### src/design/rigid_warp_bilinear_sq_error_assert.svh
// ----------------------------------------------------------------------------
// Assertion macros for the rigid warp squared error block
// Concurrent checks clocked on clock; ASSERT_OFF compiles them out.
// ----------------------------------------------------------------------------
`ifndef RIGID_WARP_BILINEAR_SQ_ERROR_ASSERT_SVH
`define RIGID_WARP_BILINEAR_SQ_ERROR_ASSERT_SVH
`ifndef ASSERT_OFF
`define RWB_ASSERT(lbl, prop, msg) \
   lbl: assert property (@(posedge clock) disable iff (reset) prop) else $error(msg);
`define RWB_ASSERT_RST(lbl, prop, msg) \
   lbl: assert property (@(posedge clock) prop) else $error(msg);
`else
`define RWB_ASSERT(lbl, prop, msg)
`define RWB_ASSERT_RST(lbl, prop, msg)
`endif
`endif

### src/design/rwb_pkg.sv
// ----------------------------------------------------------------------------
// rwb_pkg
// Types and constants shared by the rigid warp squared error block.
// ----------------------------------------------------------------------------
package rwb_pkg;

   localparam int MaxRowPixelsDefault = 256;
   localparam int MaxRowsDefault      = 256;
   localparam int CsrAddrWidth        = 5;

   localparam logic KindLoad = 1'b0;
   localparam logic KindTest = 1'b1;

   typedef enum logic [2:0] {
      REG_ROTATION_COS = 3'd0,
      REG_ROTATION_SIN = 3'd1,
      REG_SHIFT_X      = 3'd2,
      REG_SHIFT_Y      = 3'd3,
      REG_THRESHOLD_SQ = 3'd4,
      REG_RECT_LOW     = 3'd5,
      REG_RECT_HIGH    = 3'd6,
      REG_ROW_SIZE     = 3'd7
   } reg_index_type;

   typedef struct packed {
      logic signed [15:0] rotation_cos;
      logic signed [15:0] rotation_sin;
      logic signed [16:0] shift_x;
      logic signed [16:0] shift_y;
      logic        [31:0] threshold_sq;
      logic        [15:0] rect_low;
      logic        [15:0] rect_high;
      logic        [8:0]  row_size;
   } cfg_type;

   typedef struct packed {
      logic busy;
      logic push;
   } core_status_type;

   typedef enum logic [3:0] {
      S_IDLE, S_MUL, S_SUM, S_CHK, S_MOD, S_RD0, S_RD1, S_RD2,
      S_RD3, S_GET, S_HOR, S_VER, S_DIF, S_SQR, S_ACC, S_FIN
   } core_state_type;

endpackage

### src/design/rwb_csr.sv
// ----------------------------------------------------------------------------
// rwb_csr
// APB register file holding the warp, threshold, rectangle and row size.
// ----------------------------------------------------------------------------
module rwb_csr (
   input  logic                              clock,
   input  logic                              reset,
   input  logic                              psel,
   input  logic                              penable,
   input  logic                              pwrite,
   input  logic [rwb_pkg::CsrAddrWidth-1:0]  paddr,
   input  logic [31:0]                       pwdata,
   output logic [31:0]                       prdata,
   output logic                              pready,
   output rwb_pkg::cfg_type                  cfg
);
   import rwb_pkg::*;

   cfg_type       cfg_ff, cfg_in;
   reg_index_type idx;
   logic          wr;

   assign idx    = reg_index_type'(paddr[CsrAddrWidth-1:2]);
   assign wr     = psel && penable && pwrite;
   assign pready = 1'b1;
   assign cfg    = cfg_ff;

   always_comb begin
      cfg_in = cfg_ff;
      if (wr) begin
         unique case (idx)
            REG_ROTATION_COS: cfg_in.rotation_cos = pwdata[15:0];
            REG_ROTATION_SIN: cfg_in.rotation_sin = pwdata[15:0];
            REG_SHIFT_X:      cfg_in.shift_x      = pwdata[16:0];
            REG_SHIFT_Y:      cfg_in.shift_y      = pwdata[16:0];
            REG_THRESHOLD_SQ: cfg_in.threshold_sq = pwdata;
            REG_RECT_LOW:     cfg_in.rect_low     = pwdata[15:0];
            REG_RECT_HIGH:    cfg_in.rect_high    = pwdata[15:0];
            REG_ROW_SIZE:     cfg_in.row_size     = pwdata[8:0];
            default:          cfg_in = cfg_ff;
         endcase
      end
   end

   always_comb begin
      unique case (idx)
         REG_ROTATION_COS: prdata = 32'(cfg_ff.rotation_cos);
         REG_ROTATION_SIN: prdata = 32'(cfg_ff.rotation_sin);
         REG_SHIFT_X:      prdata = 32'(cfg_ff.shift_x);
         REG_SHIFT_Y:      prdata = 32'(cfg_ff.shift_y);
         REG_THRESHOLD_SQ: prdata = cfg_ff.threshold_sq;
         REG_RECT_LOW:     prdata = {16'd0, cfg_ff.rect_low};
         REG_RECT_HIGH:    prdata = {16'd0, cfg_ff.rect_high};
         REG_ROW_SIZE:     prdata = {23'd0, cfg_ff.row_size};
         default:          prdata = 32'd0;
      endcase
   end

   always_ff @(posedge clock) begin
      if (reset) begin
         cfg_ff.rotation_cos <= 16'sd16384;
         cfg_ff.rotation_sin <= '0;
         cfg_ff.shift_x      <= '0;
         cfg_ff.shift_y      <= '0;
         cfg_ff.threshold_sq <= '1;
         cfg_ff.rect_low     <= '0;
         cfg_ff.rect_high    <= '1;
         cfg_ff.row_size     <= 9'd256;
      end else begin
         cfg_ff <= cfg_in;
      end
   end
endmodule

### config.mk
export PLATFORM = sky130hd
export DESIGN_NAME = rwb_csr
export DESIGN_NICKNAME = d
export VERILOG_FILES = /design/src/design/rigid_warp_bilinear_sq_error_assert.svh /design/src/design/rwb_pkg.sv /design/src/design/rwb_csr.sv
export SDC_FILE = /design/constraint.sdc
export NUM_CORES = 1
export LEC_CHECK = 0
export BUFFER_PORTS_ARGS = -buffer_cell sky130_fd_sc_hd__buf_2
export CAP_MARGIN = 40
export CORE_UTILIZATION = 30
export CTS_CLUSTER_DIAMETER = 120
export DETAILED_ROUTE_END_ITERATION = 8
export PLACE_DENSITY = 0.56
export SYNTH_ARGS = -nofsm -noshare
export SYNTH_HDL_FRONTEND = slang
export SYNTH_SLANG_ARGS = --single-unit
### constraint.sdc
create_clock -name clock -period 5.05 [get_ports clock]
set_clock_uncertainty 0.2 [all_clocks]
set_input_delay 0.7575 -clock clock [delete_from_list [all_inputs] [get_ports clock]]
set_output_delay 0.7575 -clock clock [all_outputs]
set_load 0.01 [all_outputs]
Word-level counts from Yosys, hierarchy flattened
Cells that the tools add are included.
{"block": "totals", "register_bits": 139, "in_bits": 42, "output_inout_bits": 172, "wordCells": 27}
{"block": "classes", "eq_ne": 7, "mux": 1, "n_reduce_logical": 11}
{"cell": "one-hot mux 32 bit (8 select lines)", "n": 1}
{"cell": "AND reduction 2 bit", "n": 8}
{"cell": "== test 3 bit (second input constant)", "n": 4}
{"cell": "== test 3 x 2 -> 1 bit (second input constant)", "n": 2}
{"cell": "== test 3 x 1 -> 1 bit (second input constant)", "n": 1}
{"cell": "logical NOT 3 bit", "n": 1}
{"cell": "logical AND 1 bit", "n": 2}

Depth between registers and ports, before layout
{"block": "depth", "depth_word": 3, "mapped_depth": 7, "depth_no_buf": 4}

Least setup slack after synthesis
No wires, ideal clock.
{"block": "synth_path", "path_type": "input port to output port", "from": "in paddr[2] in the netlist's numbering", "to": "out prdata[16]", "arrival_ns": 1.824, "required_ns": 4.093, "path_slack_ns": 2.268, "stages": 6, "path_buffers": 2, "path_cell_list": "buf_4 -> mux2_2 -> nor2_1 -> a211oi_4 -> buf_4 -> a21o_1"}
{"block": "synth_between", "elab_chain_len": 2, "word_cells_on_any_way": 9, "cone_classes": "eq/ne: 7; mux: 1; reduce/logical: 1"}
{"item": "from (decl)", "line_no": "rwb_csr.sv:11", "text": "input logic [rwb_pkg::CsrAddrWidth-1:0] paddr,"}
{"item": "== test 3 bit, or another cell as far along", "line_no": "rwb_csr.sv:46", "text": "unique case (idx)"}
{"item": "one-hot mux 32 bit (8 select lines) *", "line_no": "rwb_csr.sv:46"}
{"item": "to (decl)", "line_no": "rwb_csr.sv:13", "text": "output logic [31:0] prdata,"}
Every way passes the cells marked *; elsewhere a longest branch is shown, timed or not.

Worst setup path after layout
{"block": "layout_path", "from": "in paddr[3] in the netlist's numbering", "to": "out prdata[7]"}
Same word-level chain as after synthesis.

==> flow_summary.json <==
{
  "end_kind": "output pin",
  "syn_avg_cell_area_um2": 7.87,
  "grt_pass1_wl_um": 33600,
  "fin_crit_sh_pct": 69.3,
  "netlist_area_um2": 5990,
  "cts_tree": "built",
  "fin_setup_tns_ns": 0,
  "cap_violations": 0,
  "status": "finished clean",
  "hold_class": "reg -> reg",
  "largest_register_ffs": 139,
  "worstPathRequired_ns": 4.09,
  "post_cts_buffers": 0,
  "synth.ff_latch_count": 139,
  "final_cells": 1220,
  "ff_latch_area_um2": 2780,
  "worstMarginPinSlew_ns": 0.860,
  "rsz0062_at_grt": "false",
  "drc": 0,
  "worstPathMaxFanout": 24,
  "core.rowCount": 51,
  "setup.worst_path.class": "in -> out",
  "final_nets": 984,
  "grt_pass1_vias": 5472,
  "p_leak_nw": 3.25,
  "drv_slew": 0,
  "ys.flop_type": "dfxtp_1",
  "finalSetupViolations": 0,
  "htreeDepth": 4,
  "clock_path_buffers": 2,
  "multiInputGateArea_um2": 2910,
  "cts_made_buffers": 17,
  "synthCells": 761,
  "viasPerCell": 5.05,
  "slew_headroom_pct": 42.6,
  "yosysSeqAreaShare_pct": 46.5,
  "synth.area.top_cells": "dfxtp_1 (46%), a21oi_1 (12%), nand2_1 (12%), mux2i_1 (4.2%), nor3_1 (4.2%)",
  "wl_per_cell_um": 18.7,
  "vias": 6167,
  "antenna_found_initial": 0,
  "syn-num-nets": 803,
  "fp.coreArea_um2": 19500,
  "overflow": 0,
  "track_usage_pct": 22.3,
  "irDropWorstVdd_v": 0.000237,
  "clkSinkCount": 139,
  "synth_edf_count": 0,
  "ys_warn_count": 0,
  "antennaDiodeCount": 0,
  "yosysMostFrequentCell": "nand2_1",
  "async_reset_ff_share_pct": 0,
  "dieArea_um2": 20500,
  "post-dp-hpwl_um": 16400,
  "drt_iter0_markers": 410,
  "gp_congestion": 0.846,
  "n_fill_cell": 2083,
  "dp_cells": 1188,
  "root_buffer": "clkbuf_16",
  "synth_top_area_share_pct": 46.5,
  "ys_types": 36,
  "portBuffers": 210,
  "fmax_mhz": 286,
  "dr.pass1.iters": 5,
  "clkLatencyLatePin_ns": 0.42,
  "die_x_um": 143,
  "die_h_um": 143,
  "syn_to_final_growth_pct": 29.6,
  "clkTransAtPathRegs_ns": 0.06,
  "arrival_ns": 2.54,
  "p_per_area_nw_per_um2": 319,
  "final-hold-violation-count": 0,
  "io_pins": 214,
  "min_period_ns": 3.50,
  "grt_max_degree": 55,
  "final_antenna_net_count": 0,
  "drive_gt1_share_pct": 28.3,
  "cts.repair.resized": 0,
  "ys_top_cells_by_count": "nand2_1 (186), a21oi_1 (146), dfxtp_1 (139)",
  "start_util_pct": 30.7,
  "yosysTopAreaCell": "dfxtp_1",
  "routed_wl_um": 22900,
  "cts_hold_buffers": 0,
  "cp-start-kind": "input port"
}
-- report_power, final --
part	internal, mW	switching (mW)	total, mW
clock network	0.673	0.473	1.15
registers	1.11	0.00711	1.11
logic	0.0773	0.144	0.222
-- layout make-up --
cell class / instances / share of cell area, %
repair buffers: 223 / 15.3
multi-input cells: 558 / 37.5
well taps: 265 / 4.27
clock inverters: 8 / 0.548
flip-flops and latches: 139 / 35.9
clock buffers: 24 / 6.34
inverters: 3 / 0.145
-- critical path, cell delays in order --
cell     delay, ns
buf_2         0.47
nor2b_1       0.55
a22oi_1       0.20
o21ai_0       0.21
o22a_1        0.19
buf_2         0.14
-- layer usage --
| layer | global-route usage, % | routed length [um] | vias to the layer above |
|---|---|---|---|
| met5 | 0 | 0 | - |
| met3 | 6.61 | 2070 | 28 |
| li1 | - | - | 2984 |
| met4 | 7.73 | 431 | 0 |
| met2 | 33.2 | 9960 | 258 |
| met1 | 30.3 | 10400 | 2897 |
-- logic make-up after synthesis --
kind of cell / Yosys count / synth area share [%]
AND/OR/NAND/NOR: 302 / 21.4
AO/OA/AOI/OAI: 225 / 21.7
flip-flops: 139 / 46.5
buffers and inverters: 64 / 5.02
multiplexers: 30 / 5.31
other: 1 / 0.0626
-- path summary, 6_finish.rpt --
path	start	slack [ns]	depth (start not counted)	end
setup / recovery	paddr[3]	1.55	6	prdata[7]
hold / removal	cfg[101]$_SDFFE_PP0P_	0.27	2	cfg[101]$_SDFFE_PP0P_
setup reg to reg	cfg[51]$_SDFFE_PP1P_	4.10	2	cfg[51]$_SDFFE_PP1P_
hold reg to reg	cfg[101]$_SDFFE_PP0P_	0.27	2	cfg[101]$_SDFFE_PP0P_
-- through the flow --
stage / cell area (um^2) / setup WS [ns] / hold WS [ns] / utilization (%) / power, mW
floorplan: 5990 / 2.27 / 0.288 / - / 1.26
finish: 7760 / 1.55 / 0.265 / 39.7 / 2.48
detailed placement: 7230 / 1.55 / 0.259 / 37.0 / 1.36
global placement: 7160 / 1.57 / 0.256 / 36.7 / 1.35
CTS: 7760 / 1.55 / 0.266 / 39.7 / 2.49
global route: 7760 / 1.43 / 0.288 / 39.7 / 2.56
-- placed cells by master, fill, tap and decap left out, types with 4 or more instances in the layout --
cell / count
nor2_1: 40
nor2_2: 6
mux2i_1: 25
clkbuf_16: 17
dfxtp_1: 139
o22ai_1: 10
or2_1: 5
clkinv_2: 7
buf_4: 10
a21oi_1: 146
nand2_1: 186
clkbuf_8: 4
mux2_2: 4
a21o_1: 16
o21ai_0: 21
nor3_1: 50
o22a_1: 11
buf_2: 209
a22oi_1: 7
nor2b_1: 4
Power figures use the tool's default switching activity.
